### config.mk
export PLATFORM = sky130hd
export DESIGN_NAME = vmlc_queue
export DESIGN_NICKNAME = d
export VERILOG_FILES = /design/src/hw/rtl/vmlc_pkg.sv /design/src/hw/rtl/vmlc_queue.sv
export SDC_FILE = /design/constraint.sdc
export NUM_CORES = 1
export LEC_CHECK = 0
export ABC_CLOCK_PERIOD_IN_PS = 4450
export BUFFER_PORTS_ARGS = -buffer_cell sky130_fd_sc_hd__buf_2
export CAP_MARGIN = 20
export CORE_ASPECT_RATIO = 0.8
export CORE_UTILIZATION = 40
export DETAILED_ROUTE_END_ITERATION = 7
export GPL_ROUTABILITY_DRIVEN = 1
export GPL_TIMING_DRIVEN = 0
export MAX_ROUTING_LAYER = met4
export PLACE_DENSITY_LB_ADDON = 0.05
export SYNTH_ARGS = -nofsm -noshare
export SYNTH_HDL_FRONTEND = slang
export SYNTH_SLANG_ARGS = --single-unit
export TNS_END_PERCENT = 10
### constraint.sdc
create_clock -name clock -period 4.45 [get_ports clock]
set_input_delay 0.6675 -clock clock [delete_from_list [all_inputs] [get_ports clock]]
set_output_delay 0.6675 -clock clock [all_outputs]
set_load 0.005 [all_outputs]
### src/hw/rtl/vmlc_pkg.sv
// ----------------------------------------------------------------------------
// Vertical median line cleaner package
// Shared constants, register indexes, configuration and per-request control
// types of the vertical median line cleaner.
// ----------------------------------------------------------------------------
package vmlc_pkg;

   localparam int ROW_W          = 12;
   localparam int MAX_ROWS       = 4096;
   localparam int MIN_ROWS       = 5;
   localparam int MIN_BITS       = 8;
   localparam int LINE_CMP_W     = 14;
   localparam int QUEUE_DEPTH    = 4;
   localparam int QUEUE_PTR_W    = 2;
   localparam int QUEUE_LVL_W    = 3;
   localparam int CSR_INDEX_W    = 2;
   localparam int CSR_DATA_W     = 13;

   localparam logic [1:0]  RESET_MODE   = 2'd1;
   localparam logic [12:0] RESET_WIDTH  = 13'd1920;
   localparam logic [12:0] RESET_HEIGHT = 13'd1080;
   localparam logic [4:0]  RESET_BITS   = 5'd8;

   localparam logic [1:0] MODE_COPY   = 2'd0;
   localparam logic [1:0] MODE_MEDIAN = 2'd1;
   localparam logic [1:0] MODE_CLIP   = 2'd2;

   typedef enum logic [CSR_INDEX_W-1:0] {
      CSR_MODE   = 2'd0,
      CSR_WIDTH  = 2'd1,
      CSR_HEIGHT = 2'd2,
      CSR_BITS   = 2'd3
   } csr_index_type;

   typedef enum logic [1:0] {
      OP_COPY   = 2'd0,
      OP_MEDIAN = 2'd1,
      OP_CLIP   = 2'd2
   } op_type;

   typedef struct packed {
      logic [1:0]  mode;
      logic [12:0] line_width;
      logic [12:0] frame_height;
      logic [4:0]  sample_bits;
   } cfg_type;

   typedef struct packed {
      op_type op_top;
      op_type op_mid;
      op_type op_bot;
      logic   last;
      logic   row_end;
   } ctrl_type;

endpackage

### src/hw/rtl/vmlc_queue.sv
// ----------------------------------------------------------------------------
// Vertical median line cleaner request queue
// Short queue of column windows between the front end and the back end.
// ----------------------------------------------------------------------------
module vmlc_queue #(
   parameter int DATA_W = 80
) (
   input  logic                              clock,
   input  logic                              reset,
   input  logic                              push,
   input  vmlc_pkg::ctrl_type                push_ctrl,
   input  logic [DATA_W-1:0]                 push_data,
   input  logic                              pop,
   output logic                              empty,
   output vmlc_pkg::ctrl_type                head_ctrl,
   output logic [DATA_W-1:0]                 head_data,
   output logic [vmlc_pkg::QUEUE_LVL_W-1:0]  level
);
   import vmlc_pkg::*;

   ctrl_type                ctrl_ff [QUEUE_DEPTH];
   logic [DATA_W-1:0]       data_ff [QUEUE_DEPTH];
   logic [QUEUE_PTR_W-1:0]  wr_ptr_ff, rd_ptr_ff;
   logic [QUEUE_LVL_W-1:0]  level_ff;
   logic                    do_pop;

   assign empty     = level_ff == '0;
   assign level     = level_ff;
   assign head_ctrl = ctrl_ff[rd_ptr_ff];
   assign head_data = data_ff[rd_ptr_ff];
   assign do_pop    = pop & ~empty;

   always_ff @(posedge clock) begin
      if (reset) begin
         wr_ptr_ff <= '0;
         rd_ptr_ff <= '0;
         level_ff  <= '0;
      end else begin
         if (push) begin
            wr_ptr_ff <= wr_ptr_ff + QUEUE_PTR_W'(1);
         end
         if (do_pop) begin
            rd_ptr_ff <= rd_ptr_ff + QUEUE_PTR_W'(1);
         end
         if (push && !do_pop) begin
            level_ff <= level_ff + QUEUE_LVL_W'(1);
         end else if (!push && do_pop) begin
            level_ff <= level_ff - QUEUE_LVL_W'(1);
         end
      end
   end

   always_ff @(posedge clock) begin
      if (push) begin
         ctrl_ff[wr_ptr_ff] <= push_ctrl;
         data_ff[wr_ptr_ff] <= push_data;
      end
   end

endmodule

; After elaboration in Yosys (flattened, before gate mapping)
; Memories as Yosys holds them, arrays and structs flattened. A register that Yosys moved wholly into a read port is not among the register bits.
; Cells that the tools add are included.
[classes]
reduce_logical = 6
mux = 8
bitwise = 2
add_sub_neg = 4
[op_table]
columns = cell, count
row1 = two-way mux 2 bit, 4
row2 = two-way mux 3 bit, 2
row3 = "adder 2 x 1 -> 2 bit, second input constant", 2
row4 = "adder 3 x 1 -> 3 bit, second input constant", 1
row5 = logical NOT 3 bit, 1
row6 = "subtractor 3 x 1 -> 3 bit, second input constant", 1
row7 = logical AND 1 bit, 2
row8 = logical NOT 1 bit, 2
row9 = two-way mux 1 bit, 2
row10 = nonzero test 2 bit, 1
row11 = bitwise AND 1 bit, 1
row12 = NOT 1 bit, 1
[totals]
memories = 2
ff_bits = 7
in_bits = 92
ramBits = 352
wordCells = 25
out_inout_bits = 92
[mem_list]
columns = name, depth, word_bits, rd, rd_ports_with_merged_regs, write_ports, line_no
row1 = data_ff, 4, 80, 1, 1, 1, vmlc_queue.sv:22  ; logic [DATA_W-1:0] data_ff [QUEUE_DEPTH];
row2 = ctrl_ff, 4, 8, 1, 1, 1, vmlc_queue.sv:21  ; ctrl_type ctrl_ff [QUEUE_DEPTH];

; Longest topological paths before layout
; Gate-level depths: netlist of run 1.
[depth]
depth_word = 6
mapped_depth = 7
ltp_nobuf = 7

; Worst setup path before layout of run 1
; Ideal clock, no wire load.
[synth_timing]
path_type = input to register
start = input port push
end = memory ctrl_ff[0][0] (netlist name), enable pin
path_slack_ns = 1.285
t_required_ns = 3.994
t_arrival_ns = 2.709
setup_time_ns = 0.456
path_stages = 1
path_buffers = 0
path_cell_list = and2_1
[synth_between]
elab_chain_len = 2
[synth_rtl]
columns = item, line_no
row1 = "start, declared", vmlc_queue.sv:10  ; input logic push,
row2 = two-way mux 1 bit, vmlc_queue.sv:54  ; if (push) begin
row3 = two-way mux 1 bit (not written as such), vmlc_queue.sv:55  ; ctrl_ff[wr_ptr_ff] <= push_ctrl;
row4 = "end, declared", vmlc_queue.sv:21
; Every way passes these cells.

==> results of run 1 <==
per-layer routing:
metal / up-vias / GRT usage, %
met2: 135 / 25.3
met5: - / -
met4: 0 / 5.26
met3: 55 / 4.01
li1: 2623 / -
met1: 3078 / 20.2
layout by cell type (no fill, tap or decap), types with 2 or more instances in the layout:
cell	count
and2_4	4
buf_16	4
buf_2	192
buf_8	2
clkbuf_1	21
clkbuf_16	38
clkinv_1	9
clkinv_2	3
dfxtp_1	9
diode_2	3
edfxtp_1	352
ha_1	5
inv_1	3
mux2i_1	2
mux4_2	88
nor2_1	7
xor2_1	4
cells in the mapped netlist:
master    instances
a21oi_1           1
and2_1            4
buf_12            1
buf_2            10
buf_6             1
buf_8             2
clkbuf_1          7
dfxtp_1           9
edfxtp_1        352
fa_1              1
ha_1              5
inv_1             3
mux2i_1           2
mux4_2           88
nor2_1            7
nor3_1            1
o21ai_0           1
o311ai_0          1
o31ai_1           1
or3_1             1
xnor2_1           1
xor2_1            4
cell families after synthesis:
family	count (synthesis)	share of synthesized area [%]
fa+ha+maj	6	0.630
mux	90	15.3
buf+inv	24	1.14
simple gates	13	0.477
compound gates	4	0.200
flops	361	82.0
xor+xnor	5	0.334
how the worst max path moves through the flow:
stage | cells past startpoint | endpoint | slack [ns] | startpoint
finish | 4 | head_data[48] | 1.53 | flip-flop
floorplan | 1 | ctrl_ff[0][0]$_DFFE_PP_ | 1.29 | push
global placement | 2 | data_ff[0][61]$_DFFE_PP_ | -0.71 | push
detailed placement | 4 | head_data[48] | 2.02 | flip-flop
global route | 4 | head_data[48] | 1.41 | flip-flop
CTS | 4 | head_data[48] | 1.45 | flip-flop
worst register-to-register path: stages (launching register included):
cell and delay [ns]:
dfxtp_1 0.37, o31ai_1 0.41, ha_1 0.27, inv_1 0.07, fa_1 0.37, xor2_1 0.17
or3_1 0.31, a21oi_1 0.16
power by group through the flow:
stage / logic, mW / registers, mW / clock network [mW]
2_1_floorplan: 1.09 / 4.04 / 0
6_report: 1.72 / 3.97 / 2.80
3_3_place_gp: 1.75 / 4.06 / 0
4_1_cts: 1.79 / 3.98 / 2.89
5_1_grt: 1.88 / 3.99 / 3.01
3_5_place_dp: 1.78 / 4.05 / 0
cell type report:
cell class / instances / area [um2] / area share [%]
Timing Repair Buffer: 186 / 1020 / 6.48
Tap cell: 420 / 526 / 3.33
Sequential cell: 361 / 10800 / 68.2
Clock inverter: 13 / 78.8 / 0.500
Antenna cell: 3 / 7.51 / 0.0476
Clock buffer: 52 / 1000 / 6.37
Multi-Input combinational cell: 118 / 2230 / 14.1
Inverter: 3 / 11.3 / 0.0714
Buffer: 21 / 138 / 0.873
registers in the layout, summed over array words and instances, names as in the netlist, named ones only:
| signal | cells |
|---|---|
| level | 3 |
| rd_ptr_ff | 2 |
| ctrl_ff | 32 |
| wr_ptr_ff | 2 |
| data_ff | 320 |
==> flow_summary.json, run 1 <==
{
  "routed-wl-met2_um": 12300,
  "final_cell_area_mm2": 0.0158,
  "die_h_um": 164,
  "dp.cells": 1109,
  "maxCapViolations": 0,
  "worst_setup_path_start_kind": "flip-flop",
  "skew_ns": 0.00833,
  "worstSetupPathType": "reg2out",
  "vias_per_cell": 5.01,
  "cp_top_family": "buffers and inverters",
  "critPathMaxFanout": 10,
  "rsz0062_at_grt": "false",
  "syn_to_final_growth_pct": 20.2,
  "required_ns": 3.78,
  "p_clk_share_pct": 32.9,
  "grt_pass1_vias": 6433,
  "yosysTopAreaCell": "edfxtp_1",
  "hold_viol": 0,
  "syn_nets": 601,
  "endpoint_kind": "primary output",
  "fin_ws_ns": 1.53,
  "powerDensity_mw_per_mm2": 539,
  "pwr-share-comb_pct": 20.3,
  "worst_slew_pin_slew_ns": 0.875,
  "num_rows": 58,
  "max-clock-path-buffers": 3,
  "hp-class": "in2reg",
  "hpwl_um": 15300,
  "cts_buffers": 37,
  "synthCells": 503,
  "dpl_worst_slack_ns": 2.02,
  "min_period_ns": 2.92,
  "maxSlewHeadroom_pct": 41.6,
  "wire_per_inst_um": 21.3,
  "grt_util_all_layers_pct": 15.9,
  "crit_top_cell": "buf_2",
  "clkLatencyLatePin_ns": 0.52,
  "cts_resized": 0,
  "p_sw_share_pct": 24.0,
  "ioPinCount": 184,
  "hold-worst-slack_ns": 0.361,
  "power.switching_mw": 2.04,
  "hold_buffers": 0,
  "clkTransAtPathRegs_ns": 0.06,
  "drtAntennaViolNets": 0,
  "reg2reg_slack_ns": 2.24,
  "hold-path-endpoint": "data_ff[1][13]$_DFFE_PP_",
  "p_seq_share_pct": 46.8,
  "hold_path_startpoint": "push_data[13]",
  "r2r-end": "level[2]$_SDFFE_PP0P_",
  "fin_crit_sh_pct": 65.7,
  "initial_core_util_pct": 41.2,
  "maxSlewViolCount": 0,
  "cpMaxStageDelayCell": "clkbuf_1",
  "yosys_warnings": 0,
  "synth_seq_area_share_pct": 82.0,
  "overflow": 0,
  "first_pass_iters": 6,
  "die_area_mm2": 0.0335,
  "slowest_delay_ns": 0.61,
  "synth_area_per_cell_um2": 26.1,
  "nNetsFinal": 826,
  "highest_layer": "met4",
  "cts_setup_buffers": 0,
  "irDropWorstVdd_v": 0.000331,
  "synth_area_mm2": 0.0131,
  "drive_above_1_share_pct": 44.3,
  "reg2reg_depth": 7,
  "power.internal_mw": 6.46,
  "yosysUniqueCellTypes": 22,
  "crit_chain": "buf_2, clkbuf_1, mux4_2, buf_2",
  "drt_first_iter_violations": 258,
  "grt_start_max_net_pins": 52,
  "fillers": 2613,
  "final_cells": 1177,
  "clock.fmax_ghz": 0.342,
  "synth_top_cell_area_share_pct": 80.6,
  "yosys-top-cells-area": "edfxtp_1 81%, mux4_2 15%, dfxtp_1 1.4%",
  "tns_ns": 0,
  "final_core_util_pct": 49.5,
  "globalplace.congestion": 0.755,
  "die_w_um": 204,
  "crit_arrival_ns": 2.26,
  "total_power_mw": 8.49,
  "drc": 0,
  "leakage_nw": 5.28,
  "grt_pass1_wl_um": 38100,
  "antenna_found_initial": 3,
  "wl_met1_um": 10700,
  "clock_sinks": 361,
  "io_buffer_count": 182,
  "status": "completed",
  "vias": 5891,
  "clockRootBuffer": "clkbuf_16",
  "wl_met3_um": 1400,
  "crit_buf_inv": 3,
  "r2r_start": "level[2]$_SDFFE_PP0P_",
  "cts_tree": "done",
  "setup_viol": 0,
  "core_area_mm2": 0.0319,
  "wl_um": 25100,
  "h-tree-depth": 2,
  "hold_depth": 1,
  "ys_ff_latch": 361,
  "place_area_mm2": 0.0147
}
(Power assumes the default switching activity.)
==> run 2, diff against run 1 <==
ABC_CLOCK_PERIOD_IN_PS = 2400   (was 4450)
clock period = 2.4 ns   (was 4.45 ns; I/O delays follow)
==> run 2 against run 1 <==
Against the previous run:
- count of clock-buffer cells in the layout down 6
- non-clock buffer count grew 3
- critical path depth increased by 1
- utilization is 0.26 points higher
- design area is 0.52% higher
- critical path type unchanged
==> flow_summary.json, run 2 (same netlist as run 1, synthesis figures left out) <==
{
  "crit_arrival_ns": 1.96,
  "leakage_nw": 5.33,
  "globalplace.congestion": 0.728,
  "regArea_mm2": 0.0108,
  "regMostFlops": "data_ff",
  "vias": 5850,
  "crit_top_cell": "buf_12",
  "clock.fmax_ghz": 0.431,
  "vias_per_cell": 4.99,
  "clkLatencyLatePin_ns": 0.51,
  "nNetsFinal": 829,
  "die_area_mm2": 0.0335,
  "cp_top_family": "buffers and inverters",
  "wire_per_inst_um": 21.3,
  "clockRootBuffer": "clkbuf_16",
  "grt_pass1_vias": 6290,
  "status": "completed",
  "syn_to_final_growth_pct": 20.8,
  "fin_crit_sh_pct": 96.8,
  "path_depth": 5,
  "crit_chain": "buf_6, buf_12, buf_12, mux4_2, buf_2",
  "core_area_mm2": 0.0319,
  "drtAntennaViolNets": 0,
  "overflow": 0,
  "r2r-end": "level[2]$_SDFFE_PP0P_",
  "rsz0062_at_grt": "true",
  "grt_util_all_layers_pct": 15.9,
  "crit_buf_inv": 4,
  "cts_tree": "done",
  "layout_commonest_cell": "edfxtp_1",
  "powerDensity_mw_per_mm2": 1000,
  "worst_setup_path_start_kind": "flip-flop",
  "wl_um": 25000,
  "reg2reg_depth": 7,
  "drive_above_1_share_pct": 46.5,
  "tns_ns": 0,
  "first_pass_iters": 4,
  "worstSetupPathType": "reg2out",
  "required_ns": 2.04,
  "critPathMaxFanout": 10,
  "num_rows": 58,
  "r2r_start": "level[1]$_SDFFE_PP0P_",
  "min_period_ns": 2.32,
  "reg2reg_slack_ns": 0.20,
  "max-clock-path-buffers": 3,
  "initial_core_util_pct": 41.2,
  "maxCapViolations": 0,
  "cts_buffers": 37,
  "io_buffer_count": 182,
  "final_core_util_pct": 49.7,
  "cpMaxStageDelayCell": "mux4_2",
  "maxSlewHeadroom_pct": 49.3,
  "grt_pass1_wl_um": 37600,
  "maxSlewViolCount": 0,
  "final_cell_mix": "352 x edfxtp_1, 182 x buf_2, 88 x mux4_2",
  "die_h_um": 164,
  "hp-class": "in2reg",
  "skew_ns": 0.0168,
  "slowest_delay_ns": 0.53,
  "antenna_found_initial": 3,
  "clock_sinks": 361,
  "irDropWorstVdd_v": 0.000633,
  "drt_first_iter_violations": 247,
  "fillers": 2603,
  "grt_start_max_net_pins": 50,
  "crit_end": "head_data[66]",
  "endpoint_kind": "primary output",
  "hold_viol": 0,
  "drc": 0,
  "setup_viol": 0,
  "largest_register_ffs": 320,
  "h-tree-depth": 2,
  "worst_slew_pin_slew_ns": 0.761,
  "ioPinCount": 184,
  "multi_input_area_mm2": 0.00223,
  "clkTransAtPathRegs_ns": 0.06,
  "hpwl_um": 15200,
  "die_w_um": 204,
  "total_power_mw": 15.9
}
## run 2: cell types whose count changed in the layout (fill, tap and decap cells not counted), sizes merged
cell / change
clkinvlp: +1
clkbuf: -6
clkinv: -3
bufinv: +1
buf: +3
## run 2: how the worst min path moves through the flow
| stage | from | end | slack (ns) | cells after the start |
|---|---|---|---|---|
| 2_1_floorplan | push_ctrl[0] | ctrl_ff[0][0]$_DFFE_PP_ | 0.46 | 0 |
| 3_3_place_gp | level[2]$_SDFFE_PP0P_ | level[2]$_SDFFE_PP0P_ | 0.52 | 2 |
| 3_5_place_dp | rd_ptr_ff[1]$_SDFFE_PP0P_ | rd_ptr_ff[1]$_SDFFE_PP0P_ | 0.51 | 2 |
| 4_1_cts | push_ctrl[3] | ctrl_ff[1][3]$_DFFE_PP_ | 0.02 | 1 |
| 5_1_grt | push_data[64] | data_ff[0][64]$_DFFE_PP_ | 0.04 | 1 |
| 6_report | push_ctrl[3] | ctrl_ff[1][3]$_DFFE_PP_ | 0.06 | 1 |
## run 2: worst register-to-register path: stages, from the launching register on
cell,delay [ns]
dfxtp_1,0.38
o31ai_1,0.38
ha_1,0.26
inv_1,0.07
fa_1,0.39
xor2_1,0.16
or3_1,0.31
a21oi_1,0.16
## run 2: report_power, final
group / switching, mW / leakage, nW / internal [mW]
Sequential: 0.0965 / 3.31 / 7.27
Combinational: 1.52 / 1.49 / 1.79
Clock: 2.13 / 0.533 / 3.08
## run 2: what timing repair did
action | 4_1_cts | 5_1_grt
hold buffers | 0 | 0
hold endpoints to repair | 0 | 0
setup endpoints to repair | 80 | 64
buffers inserted | 3 | 0
gates resized for setup | 14 | 13
## run 2: metal layers
metal	wire length (um)	share of wire (%)	track usage [%]
met1	10400	41	19.6
met2	12600	50	25.9
met5	0	0	-
met3	1520	6.1	4.09
met4	537	2.1	4.55
## run 2: cell type report
cell class              instances  area share, %
plain buffers                  21           1.20
flip-flops and latches        361           67.9
clock buffers                  46           6.18
clock inverters                12          0.679
inverters                       3         0.0711
diodes                          3         0.0474
repair buffers                189           6.59
well taps                     420           3.32
multi-input cells             118           14.1
## run 2: stage by stage
stage / hold WS [ns] / std cells / area, um2 / worst slack (ns)
2_1_floorplan: 0.459 / 503 / 13100 / -0.641
3_3_place_gp: 0.520 / 1105 / 14600 / -2.47
3_5_place_dp: 0.509 / 1109 / 14700 / 0.202
4_1_cts: 0.0250 / 1170 / 15800 / -0.112
5_1_grt: 0.0439 / 1173 / 15800 / -0.0214
6_report: 0.0564 / 1173 / 15800 / 0.0775
