[src/hw/rtl/vmlc_pkg.sv]
// ----------------------------------------------------------------------------
// Vertical median line cleaner package
// Shared constants, register indexes, configuration and per-request control
// types of the vertical median line cleaner.
// ----------------------------------------------------------------------------
package vmlc_pkg;

   localparam int ROW_W          = 12;
   localparam int MAX_ROWS       = 4096;
   localparam int MIN_ROWS       = 5;
   localparam int MIN_BITS       = 8;
   localparam int LINE_CMP_W     = 14;
   localparam int QUEUE_DEPTH    = 4;
   localparam int QUEUE_PTR_W    = 2;
   localparam int QUEUE_LVL_W    = 3;
   localparam int CSR_INDEX_W    = 2;
   localparam int CSR_DATA_W     = 13;

   localparam logic [1:0]  RESET_MODE   = 2'd1;
   localparam logic [12:0] RESET_WIDTH  = 13'd1920;
   localparam logic [12:0] RESET_HEIGHT = 13'd1080;
   localparam logic [4:0]  RESET_BITS   = 5'd8;

   localparam logic [1:0] MODE_COPY   = 2'd0;
   localparam logic [1:0] MODE_MEDIAN = 2'd1;
   localparam logic [1:0] MODE_CLIP   = 2'd2;

   typedef enum logic [CSR_INDEX_W-1:0] {
      CSR_MODE   = 2'd0,
      CSR_WIDTH  = 2'd1,
      CSR_HEIGHT = 2'd2,
      CSR_BITS   = 2'd3
   } csr_index_type;

   typedef enum logic [1:0] {
      OP_COPY   = 2'd0,
      OP_MEDIAN = 2'd1,
      OP_CLIP   = 2'd2
   } op_type;

   typedef struct packed {
      logic [1:0]  mode;
      logic [12:0] line_width;
      logic [12:0] frame_height;
      logic [4:0]  sample_bits;
   } cfg_type;

   typedef struct packed {
      op_type op_top;
      op_type op_mid;
      op_type op_bot;
      logic   last;
      logic   row_end;
   } ctrl_type;

endpackage

[src/hw/rtl/vmlc_back.sv]
// ----------------------------------------------------------------------------
// Vertical median line cleaner back end
// Expands each request into one or three rows and runs the copy, median and
// relaxed clip through a three-stage pipeline into the result register.
// ----------------------------------------------------------------------------
module vmlc_back #(
   parameter int SAMPLE_WIDTH = 16
) (
   input  logic                       clock,
   input  logic                       reset,
   input  logic [4:0]                 sample_bits,
   input  logic                       q_empty,
   input  vmlc_pkg::ctrl_type         q_ctrl,
   input  logic [5*SAMPLE_WIDTH-1:0]  q_window,
   output logic                       q_pop,
   output logic                       rsp_empty,
   input  logic                       rsp_pop,
   output logic [SAMPLE_WIDTH-1:0]    rsp_output_sample,
   output logic                       rsp_last_of_run,
   output logic                       rsp_frame_end
);
   import vmlc_pkg::*;

   localparam int SW = SAMPLE_WIDTH;
   localparam logic [1:0] PHASE_TOP = 2'd0;
   localparam logic [1:0] PHASE_MID = 2'd1;
   localparam logic [1:0] PHASE_BOT = 2'd2;

   logic [1:0]    phase_ff, phase_in;
   logic          adv, issue, last_phase;
   logic [4:0]    bits_eff;
   logic [SW:0]   one_shift;
   logic [SW-1:0] ceil_v;
   logic [SW-1:0] w0, w1, w2, w3, w4;
   logic [SW-1:0] sel_a2, sel_a1, sel_c, sel_b1, sel_b2;
   op_type        sel_op;
   logic          sel_lor, sel_fe;

   logic          s1_valid_ff;
   logic [SW-1:0] s1_c_ff, s1_a1_ff, s1_b1_ff;
   logic [SW-1:0] s1_au_ff, s1_ad_ff, s1_bu_ff, s1_bd_ff;
   op_type        s1_op_ff;
   logic          s1_lor_ff, s1_fe_ff;

   logic          s2_valid_ff;
   logic [SW-1:0] s2_c_ff, s2_a1_ff, s2_b1_ff;
   logic [SW-1:0] s2_upa_ff, s2_upb_ff, s2_loa_ff, s2_lob_ff, s2_med_ff;
   op_type        s2_op_ff;
   logic          s2_lor_ff, s2_fe_ff;

   logic          s3_valid_ff;
   logic [SW-1:0] s3_sample_ff, s3_sample_in;
   logic          s3_lor_ff, s3_fe_ff;
   logic [SW-1:0] up, lo, clip;

   function automatic logic signed [SW+1:0] ext(input logic [SW-1:0] v);
      return $signed({2'b00, v});
   endfunction

   function automatic logic [SW-1:0] sat(input logic signed [SW+1:0] v,
                                         input logic [SW-1:0] cl);
      logic [SW-1:0] r;
      if (v < 0) begin
         r = '0;
      end else if (v > ext(cl)) begin
         r = cl;
      end else begin
         r = v[SW-1:0];
      end
      return r;
   endfunction

   function automatic logic [SW-1:0] umin(input logic [SW-1:0] a, input logic [SW-1:0] b);
      return (a < b) ? a : b;
   endfunction

   function automatic logic [SW-1:0] umax(input logic [SW-1:0] a, input logic [SW-1:0] b);
      return (a > b) ? a : b;
   endfunction

   always_comb begin
      if (sample_bits < 5'(MIN_BITS)) begin
         bits_eff = 5'(MIN_BITS);
      end else if (sample_bits > 5'(SW)) begin
         bits_eff = 5'(SW);
      end else begin
         bits_eff = sample_bits;
      end
      one_shift = (SW+1)'(1) << bits_eff;
      ceil_v    = SW'(one_shift - (SW+1)'(1));
   end

   // advance the whole back end while the result register can move
   assign adv        = ~s3_valid_ff | rsp_pop;
   assign issue      = adv & ~q_empty;
   assign last_phase = ~q_ctrl.last | (phase_ff == PHASE_BOT);
   assign q_pop      = issue & last_phase;
   assign phase_in   = last_phase ? PHASE_TOP : phase_ff + 2'd1;

   assign w0 = q_window[5*SW-1:4*SW];
   assign w1 = q_window[4*SW-1:3*SW];
   assign w2 = q_window[3*SW-1:2*SW];
   assign w3 = q_window[2*SW-1:SW];
   assign w4 = q_window[SW-1:0];

   always_comb begin
      case (phase_ff)
         PHASE_TOP: begin
            sel_a2  = w0;
            sel_a1  = w1;
            sel_c   = w2;
            sel_b1  = w3;
            sel_b2  = w4;
            sel_op  = q_ctrl.op_top;
            sel_lor = ~q_ctrl.last;
            sel_fe  = 1'b0;
         end
         PHASE_MID: begin
            sel_a2  = w1;
            sel_a1  = w2;
            sel_c   = w3;
            sel_b1  = w4;
            sel_b2  = '0;
            sel_op  = q_ctrl.op_mid;
            sel_lor = 1'b0;
            sel_fe  = 1'b0;
         end
         default: begin
            sel_a2  = w2;
            sel_a1  = w3;
            sel_c   = w4;
            sel_b1  = '0;
            sel_b2  = '0;
            sel_op  = q_ctrl.op_bot;
            sel_lor = 1'b1;
            sel_fe  = q_ctrl.row_end;
         end
      endcase
   end

   always_comb begin
      up   = umax(umax(umin(s2_upa_ff, s2_upb_ff), s2_a1_ff), s2_b1_ff);
      lo   = umin(umin(s2_a1_ff, s2_b1_ff), umax(s2_loa_ff, s2_lob_ff));
      clip = (s2_c_ff < lo) ? lo : ((s2_c_ff > up) ? up : s2_c_ff);
      case (s2_op_ff)
         OP_MEDIAN: s3_sample_in = s2_med_ff;
         OP_CLIP:   s3_sample_in = clip;
         default:   s3_sample_in = s2_c_ff;
      endcase
   end

   always_ff @(posedge clock) begin
      if (reset) begin
         phase_ff    <= PHASE_TOP;
         s1_valid_ff <= 1'b0;
         s2_valid_ff <= 1'b0;
         s3_valid_ff <= 1'b0;
      end else if (adv) begin
         if (issue) begin
            phase_ff <= phase_in;
         end
         s1_valid_ff <= issue;
         s2_valid_ff <= s1_valid_ff;
         s3_valid_ff <= s2_valid_ff;
      end
   end

   always_ff @(posedge clock) begin
      if (adv) begin
         s1_c_ff   <= sel_c;
         s1_a1_ff  <= sel_a1;
         s1_b1_ff  <= sel_b1;
         s1_au_ff  <= sat(ext(sel_a1) - ext(sel_a2), ceil_v);
         s1_ad_ff  <= sat(ext(sel_a2) - ext(sel_a1), ceil_v);
         s1_bu_ff  <= sat(ext(sel_b1) - ext(sel_b2), ceil_v);
         s1_bd_ff  <= sat(ext(sel_b2) - ext(sel_b1), ceil_v);
         s1_op_ff  <= sel_op;
         s1_lor_ff <= sel_lor;
         s1_fe_ff  <= sel_fe;

         s2_c_ff   <= s1_c_ff;
         s2_a1_ff  <= s1_a1_ff;
         s2_b1_ff  <= s1_b1_ff;
         s2_upa_ff <= sat(ext(s1_au_ff) + ext(s1_a1_ff), ceil_v);
         s2_upb_ff <= sat(ext(s1_bu_ff) + ext(s1_b1_ff), ceil_v);
         s2_loa_ff <= sat(ext(s1_a1_ff) - ext(s1_ad_ff), ceil_v);
         s2_lob_ff <= sat(ext(s1_b1_ff) - ext(s1_bd_ff), ceil_v);
         s2_med_ff <= umin(umax(umin(s1_a1_ff, s1_b1_ff), s1_c_ff),
                           umax(s1_a1_ff, s1_b1_ff));
         s2_op_ff  <= s1_op_ff;
         s2_lor_ff <= s1_lor_ff;
         s2_fe_ff  <= s1_fe_ff;

         s3_sample_ff <= s3_sample_in;
         s3_lor_ff    <= s2_lor_ff;
         s3_fe_ff     <= s2_fe_ff;
      end
   end

   assign rsp_empty         = ~s3_valid_ff;
   assign rsp_output_sample = s3_sample_ff;
   assign rsp_last_of_run   = s3_lor_ff;
   assign rsp_frame_end     = s3_fe_ff;

endmodule
[config.mk]
export PLATFORM = sky130hd
export DESIGN_NAME = vmlc_back
export DESIGN_NICKNAME = d
export VERILOG_FILES = /design/src/hw/rtl/vmlc_pkg.sv /design/src/hw/rtl/vmlc_back.sv
export SDC_FILE = /design/constraint.sdc
export NUM_CORES = 1
export LEC_CHECK = 0
export BUFFER_PORTS_ARGS = -buffer_cell sky130_fd_sc_hd__buf_2
export CAP_MARGIN = 10
export CORE_UTILIZATION = 28
export DETAILED_ROUTE_END_ITERATION = 8
export HOLD_SLACK_MARGIN = 0.12
export SETUP_SLACK_MARGIN = 0.3
export SLEW_MARGIN = 0
export SYNTH_ARGS = -nofsm -noshare
export SYNTH_HDL_FRONTEND = slang
export SYNTH_SLANG_ARGS = --single-unit
[constraint.sdc]
create_clock -name clock -period 11.65 [get_ports clock]
set_input_delay 1.7475 -clock clock [delete_from_list [all_inputs] [get_ports clock]]
set_output_delay 1.7475 -clock clock [all_outputs]
set_load 0.05 [all_outputs]
=== After elaboration in Yosys (flattened, before gate mapping) ===
Index checks and enable logic that the tools add are counted.

* Logic and storage cells: 114
* Output and inout port bits: 20
* Bits in registers: 271
* Bits of input ports: 97

* Muxes and demuxes: 31
* Eq/ne operators: 4
* Reduce and logical (&&, ||, !) cells: 3
* Shift-type cells: 1
* Magnitude comparators: 30
* Bitwise gates (word level): 7
* Add/sub/neg operators: 10

{| class="wikitable"
|+ Operators with widths
! operator !! number
|-
| 2-to-1 mux 16 bit || 21
|-
| one-hot mux 16 bit (2 select lines) || 5
|-
| less-than comparator 17 x 1 -> 1 bit (second input constant) || 8
|-
| > comparator 17 bit || 6
|-
| subtractor 16 x 16 -> 17 bit || 6
|-
| > comparator 16 bit || 6
|-
| less-than comparator 16 bit || 6
|-
| adder 16 x 16 -> 17 bit || 2
|-
| > comparator 17 x 16 -> 1 bit || 2
|-
| << shifter 1 x 5 -> 16 bit (first input constant) || 1
|-
| subtractor 16 x 1 -> 16 bit (second input constant) || 1
|-
| 2-to-1 mux 5 bit || 2
|-
| > comparator 5 bit (second input constant) || 1
|-
| less-than comparator 5 x 4 -> 1 bit (second input constant) || 1
|-
| == test 2 x 1 -> 1 bit (second input constant) || 2
|-
| == test 2 bit (second input constant) || 2
|-
| one-hot mux 2 bit (2 select lines) || 1
|-
| NOT 1 bit || 3
|-
| adder 2 x 1 -> 2 bit (second input constant) || 1
|-
| AND 1 bit || 2
|-
| zero test 2 bit || 1
|-
| 2-to-1 mux 2 bit || 1
|-
| bitwise OR 1 bit || 2
|-
| one-hot mux 1 bit (2 select lines) || 1
|-
| 2 further kinds || 2
|}

=== Longest topological paths before layout ===
Gate-level depths: netlist (run 1).

* Word-level depth: 10
* Mapped depth: 43

=== Least setup slack after synthesis (run 1) ===
OpenSTA, ideal clock, no wires.

* Path type: reg-to-reg
* Start: register s2_upa_ff[4]
* End: register s3_sample_ff[0] (netlist: rsp_output_sample[0]) (data pin)
* Required time: 11.389 ns
* Stages on the path, launching flop included: 40
* Setup slack: 2.948 ns
* Path buffers: 7
* Period minus slack after synthesis: 8.702 ns
* Arrival: 8.441 ns
* Cells stage by stage: edfxtp_1 > ha_1 > a21o_1 > a211oi_1 > o21ai_0 > a21oi_1 > o21ai_0 > a31o_2 > clkbuf_1 > buf_2 > mux2i_1 > inv_1 > ha_1 > nand4_1 > nor2_1 > o211a_1 > a211oi_1 > a211oi_1 > [... 4 more ...] > nand3_1 > o221a_2 > o31a_1 > o21ai_0 > o41a_1 > clkbuf_1 > clkbuf_1 > mux2i_1 > ha_1 > nand3_1 > or3_1 > or3_1 > nand3_1 > clkbuf_1 > a21oi_1 > a21oi_1 > a21oi_1 > a311o_1

* Longest elaborated chain between the ends: 10

{| class="wikitable"
|+ Ends and longest elaborated chain
! item !! RTL line !! text
|-
| start, declared || vmlc_back.sv:47 || <nowiki>logic [SW-1:0] s2_upa_ff, s2_upb_ff, s2_loa_ff, s2_lob_ff, s2_med_ff;</nowiki>
|-
| start signal, assigned || vmlc_back.sv:184 || <nowiki>s2_upa_ff <= sat(ext(s1_au_ff) + ext(s1_a1_ff), ceil_v);</nowiki>
|-
| less-than comparator 16 bit || vmlc_back.sv:74 || <nowiki>return (a < b) ? a : b;</nowiki>
|-
| 2-to-1 mux 16 bit (*) || vmlc_back.sv:74 ||
|-
| > comparator 16 bit || vmlc_back.sv:78 || <nowiki>return (a > b) ? a : b;</nowiki>
|-
| 2-to-1 mux 16 bit (*) || vmlc_back.sv:78 ||
|-
| > comparator 16 bit || vmlc_back.sv:78 ||
|-
| 2-to-1 mux 16 bit (*) || vmlc_back.sv:78 ||
|-
| > comparator 16 bit || vmlc_back.sv:144 || <nowiki>clip = (s2_c_ff < lo) ? lo : ((s2_c_ff > up) ? up : s2_c_ff);</nowiki>
|-
| 2-to-1 mux 16 bit (*) (2 in a row) || vmlc_back.sv:144 ||
|-
| one-hot mux 16 bit (2 select lines) (*) || vmlc_back.sv:145 || <nowiki>case (s2_op_ff)</nowiki>
|-
| net s3_sample_in[0] || vmlc_back.sv:52 || <nowiki>logic [SW-1:0] s3_sample_ff, s3_sample_in;</nowiki>
|-
| end signal, assigned || vmlc_back.sv:194 || <nowiki>s3_sample_ff <= s3_sample_in;</nowiki>
|-
| end, declared || vmlc_back.sv:52 ||
|}

The timed path passes the listed nets; every way through them passes the cells marked *.
A chain may end at the register's enable or synchronous reset.

=== Final worst setup path (run 1) ===
Ends and elaborated chain as after synthesis.

==> results_dict.tcl, run 1 <==
set metrics [dict create \
    drt_iter0_markers 2126 \
    cpMaxStageDelayCell "o41a_1" \
    clk_latency_ns 0.59 \
    ys_warn_count 0 \
    clock_sinks 271 \
    top_layer "met4" \
    min_to "s2_fe_ff" \
    dr_wl_met3_mm 5.32 \
    vias 22200 \
    grt_max_degree 122 \
    rsz0062_at_grt "no" \
    worstSetupPathType "reg2reg" \
    cpPeakStageDelay_ns 0.89 \
    synth_area_leaders "edfxtp_1 (30%), ha_1 (20%), mux2i_1 (4.8%)" \
    nNetsFinal 3542 \
    wl_met2_mm 39.5 \
    gr-total-overflow 0 \
    period_minus_slack_ns 10.14 \
    io_buffers 116 \
    power.leakage_nw 13.9 \
    rr_endpoint "rsp_output_sample[0]" \
    yosysTopAreaCell "edfxtp_1" \
    status "completed" \
    async_flop_share 0 \
    synthDominantCellAreaShare 0.301 \
    total_power_w 0.0102 \
    post_cts_resized 0 \
    start_util 0.284 \
    critPathArrivalTime_ns 10.46 \
    h-tree-depth 1 \
    rows 112 \
    netlist_instances 2900 \
    firstDrtPassIters 7 \
    routabilityCongestion 0.957 \
    crit_buf_inv 3 \
    power_density_nw_per_um2 343 \
    die_y_um 310 \
    core-area_um2 93600 \
    antenna_found_initial 1 \
    ir_drop_v 0.000215 \
    root_buffer "clkbuf_16" \
    r2r_slack_ns 1.51 \
    synthFlopType "edfxtp_1" \
    post-cts-setup-buffers 0 \
    hold_depth 0 \
    fin_skew_ns 0.0365 \
    path_clk_slew_ns 0.07 \
    grtUsageTotal 0.183 \
    end_kind "flop" \
    relSlewSlack 0.208 \
    grt_pass1_wl_mm 132 \
    ys_ff_latch 271 \
    cts_buffers 31 \
    min_period_over_period 0.871 \
    synth_seq_area_share 0.304 \
    drv_slew 0 \
    path_max_fanout 48 \
    finalWirelength_mm 89.6 \
    hold_start "s1_fe_ff" \
    worst-r2r-cell-count 34 \
    cap_violations 0 \
    synth_area_per_cell_um2 9.16 \
    synth.most_common_cell "ha_1" \
    fmax_mhz 98.6 \
    postCtsHoldBufs 0 \
    finalHoldViolCount 0 \
    wl_met1_mm 40.5 \
    die-area_um2 96100 \
    grt_pass1_vias 21200 \
    diodes 0 \
    dpl.hpwl_mm 71.2 \
    start_kind "flop" \
    cp.depth 34 \
    clk_path_buf_depth 3 \
    setup_viol 0 \
    syn-cell-area_um2 26600 \
    crit_family "compound AO/OA/AOI/OAI gates" \
    ios 117 \
    via_per_inst 5.19 \
    fin_setup_tns_ns 0 \
    tritoncts "yes" \
    tightestPinTransition_ns 1.19 \
    crit-reg2reg-launch "s2_upa_ff[4]" \
    die_w_um 310 \
    synth_cell_types 78 \
    ant_nets 0 \
    drt_drc_violations_left 0 \
    hp-class "reg2reg" \
    drive_gt1_frac 0.0931 \
    synthTopCellsByCount "ha_1 (431), inv_1 (301), edfxtp_1 (266), nor2_1 (234), a21oi_1 (225)" \
    area_growth_pct 11.8 \
    worstPathRequired_ns 11.97 \
    wl_per_cell_um 20.9 \
    synth_edf_count 266 \
]
-- layout make-up --
class                   count  area (µm²)
fillers                  9844       63900
multi-input cells        2262       17100
flip-flops and latches    271        8090
well taps                1254        1570
inverters                 301        1140
clock buffers              35         791
repair buffers            139         753
clock inverters            21         236
-- cells by family (layout without fill, tap and decap cells) --
group	count (synthesis)	after routing	share of synthesized area
compound gates	776	776	0.195
xor+xnor	96	96	0.0317
fa+ha+maj	439	439	0.209
buf+inv	397	496	0.0568
flops	271	271	0.304
mux	187	187	0.0743
other cells	2	32	0.000283
simple gates	732	732	0.128
-- stage by stage --
stage / cells / utilization / hold WS, ns / instance area [µm²] / setup slack, ns
after floorplan: 2930 / - / 0.400 / 26700 / 2.95
after global placement: 4226 / 0.306 / 0.401 / 28700 / 1.93
after detailed placement: 4226 / 0.306 / 0.405 / 28700 / 1.62
after CTS: 4282 / 0.317 / 0.419 / 29700 / 1.56
after global routing: 4283 / 0.317 / 0.423 / 29700 / 0.935
final: 4283 / 0.317 / 0.416 / 29700 / 1.51
-- cell usage in the layout, fill, tap and decap left out, drive strengths merged, types with 46 or more instances in the layout --
master  instances
a21o          135
a21oi         225
a22o           48
a22oi          48
buf           139
edfxtp        266
ha            431
inv           303
mux2           60
mux2i         127
nand2         196
nand3          46
nand4          47
nor2          234
nor3           58
o21ai         113
xnor2          69
-- layer usage --
metal	up-vias	track usage
met5	-	0
met2	779	0.292
met4	0	0.0798
met3	167	0.0209
li1	10800	-
met1	10500	0.248
-- worst reg2reg max path, delay by kind of cell (launching register included) --
| kind | cells | cell delay (ns) |
|---|---|---|
| buffers and inverters | 3 | 0.66 |
| DFF | 1 | 0.40 |
| adders and majority gates | 4 | 1.33 |
| and+or+nand+nor | 6 | 1.46 |
| muxes | 2 | 0.72 |
| AOI/OAI and AO/OA | 19 | 5.34 |
-- where the power goes --
| group | switching [W] | internal, W |
|---|---|---|
| registers | 0.000278 | 0.00156 |
| logic | 0.00433 | 0.00301 |
| clock network | 0.000411 | 0.000596 |
| total | 0.00502 | 0.00517 |
-- worst max path at each step --
stage	from	end
final	s2_upa_ff[4]	rsp_output_sample[0]
after global routing	s2_upa_ff[4]	rsp_output_sample[1]
after CTS	s2_upa_ff[4]	rsp_output_sample[0]
after detailed placement	s2_upa_ff[4]	rsp_output_sample[0]
after global placement	s2_upa_ff[2]	rsp_output_sample[0]
after floorplan	s2_upa_ff[4]	rsp_output_sample[0]
Note: power is estimated with default switching activity, not from simulation.
==> run 2: changes to the inputs <==
ABC_AREA = 1   (was not set)
SLEW_MARGIN = 25   (was 0)
==> run 2 against run 1 <==
Effect of this change: critical endpoint unchanged; non-clock buffer count up 13; cell count up 9.4%; routed wire length is 4.6% lower.
==> results_dict.tcl, run 2 <==
set metrics [dict create \
    hold_start "s1_lor_ff" \
    tritoncts "yes" \
    ant_nets 0 \
    antenna_found_initial 0 \
    synthFlopType "edfxtp_1" \
    hp-class "reg2reg" \
    utilization 0.320 \
    rows 111 \
    cp-startpoint "s2_upa_ff[1]" \
    diodes 0 \
    core-area_um2 91800 \
    grt_pass1_vias 21800 \
    synthDominantCellAreaShare 0.307 \
    die_w_um 307 \
    period_minus_slack_ns 7.93 \
    vias 22900 \
    grt_pass1_wl_mm 129 \
    critPathArrivalTime_ns 8.23 \
    worstPathRequired_ns 11.95 \
    rr_endpoint "rsp_output_sample[0]" \
    path_max_fanout 32 \
    crit-reg2reg-launch "s2_upa_ff[1]" \
    relSlewSlack 0.336 \
    rsz0062_at_grt "no" \
    drt_drc_violations_left 0 \
    post_cts_resized 0 \
    post-cts-setup-buffers 0 \
    wl_per_cell_um 18.2 \
    end_kind "flop" \
    tightestPinTransition_ns 0.996 \
    status "completed" \
    firstDrtPassIters 5 \
    yosysTopAreaCell "edfxtp_1" \
    synthTopCellsByCount "nand2_1 (611), inv_1 (556), ha_1 (431), a21oi_1 (309), o21ai_0 (296)" \
    fmax_mhz 126 \
    finalHoldViolCount 0 \
    clk_path_buf_depth 3 \
    fin_skew_ns 0.0426 \
    fin_setup_tns_ns 0 \
    synth_seq_area_share 0.311 \
    synth_area_leaders "edfxtp_1 (31%), ha_1 (21%), nand2_1 (8.8%)" \
    pre_cts_slack_ns 3.47 \
    cpMaxStageDelayCell "a22oi_1" \
    start_kind "flop" \
    die_y_um 307 \
    io_buffers 116 \
    ys_warn_count 0 \
    synth.most_common_cell "nand2_1" \
    min_period_over_period 0.680 \
    grt_max_degree 122 \
    grtUsageTotal 0.180 \
    finalWirelength_mm 85.5 \
    nNetsFinal 3954 \
    clk_latency_ns 0.58 \
    r2r_slack_ns 3.72 \
    root_buffer "clkbuf_16" \
    min_to "s2_lor_ff" \
    cap_violations 0 \
    synth_area_per_cell_um2 7.91 \
    worst_slack_ns 3.72 \
    h-tree-depth 2 \
    syn-cell-area_um2 26000 \
    die-area_um2 94200 \
    setup_viol 0 \
    async_flop_share 0 \
    worst-r2r-cell-count 45 \
    start_util 0.283 \
    hold_depth 0 \
    clock_sinks 271 \
    drt_iter0_markers 1863 \
    final_common_cell "nand2_1" \
    dpl.hpwl_mm 69.5 \
    area_growth_pct 13.0 \
    synth_cell_types 60 \
    gr-total-overflow 0 \
    drive_gt1_frac 0.0798 \
    drv_slew 0 \
    postCtsHoldBufs 0 \
    ios 117 \
    ys_ff_latch 271 \
    cts_buffers 34 \
    netlist_instances 3291 \
    path_clk_slew_ns 0.06 \
    crit_top_cell "nand2_1" \
    via_per_inst 4.89 \
    synth_edf_count 266 \
    routabilityCongestion 0.942 \
    cpPeakStageDelay_ns 0.41 \
    worstSetupPathType "reg2reg" \
    layout_common_cells "nand2_1 (611), inv_1 (555), ha_1 (430), a21oi_1 (309), o21ai_0 (294)" \
]
run 2: cell types whose count changed in the layout (fill, tap and decap cells not counted), moves of 84 or more:
cell     delta
a21oi_1    +84
inv_1     +255
nand2_1   +415
mux2i_1   -126
a21o_1    -117
o21ai_0   +194
run 2: routing by layer:
layer,routed length (µm),track usage,up-vias
met5,0,0,-
met4,2870,0.0635,0
met3,4690,0.0187,136
met2,38300,0.293,670
met1,39600,0.245,10600
li1,-,-,11500
run 2: cell families after synthesis:
| family | after synthesis | synth area share |
|---|---|---|
| and+or+nand+nor | 960 | 0.154 |
| AOI/OAI and AO/OA | 852 | 0.187 |
| buffers and inverters | 653 | 0.0956 |
| adders and majority gates | 439 | 0.213 |
| DFF | 271 | 0.311 |
| xor gates and xnor gates | 113 | 0.0380 |
| other | 2 | 0.000289 |
| muxes | 1 | 0.000385 |
run 2: layout make-up:
type | count | area [µm²]
multi-input cells | 2397 | 15600
flip-flops and latches | 271 | 8090
inverters | 562 | 2120
clock buffers | 40 | 883
well taps | 1243 | 1560
clock inverters | 22 | 307
repair buffers | 152 | 841
fillers | 9854 | 62400
run 2: worst max-delay path by stage:
stage                           endpoint  slack [ns]
global route        rsp_output_sample[1]        3.08
floorplan                  rsp_frame_end        4.07
CTS                 rsp_output_sample[0]        3.43
global placement    rsp_output_sample[0]        3.19
detailed placement  rsp_output_sample[0]        3.47
finish              rsp_output_sample[0]        3.72
run 2: metrics by stage:
step	hold slack [ns]	std cells	area, µm²
6_report	0.420	4687	29400
5_1_grt	0.421	4687	29400
4_1_cts	0.420	4685	29400
3_5_place_dp	0.406	4623	28200
3_3_place_gp	0.403	4621	28200
2_1_floorplan	0.400	3321	26100
run 2: critical path: cells and delay by family (launching register included):
kind	cells	cell delay [ns]
AOI/OAI and AO/OA	20	3.29
buffers and inverters	8	1.57
adders and majority gates	4	1.27
and+or+nand+nor	12	0.95
DFF	1	0.39
muxes	1	0.20
Power of run 2 is left out: the tool's default activity adds up to more than one toggle a clock period on the data nets, which glitch-free logic cannot reach.
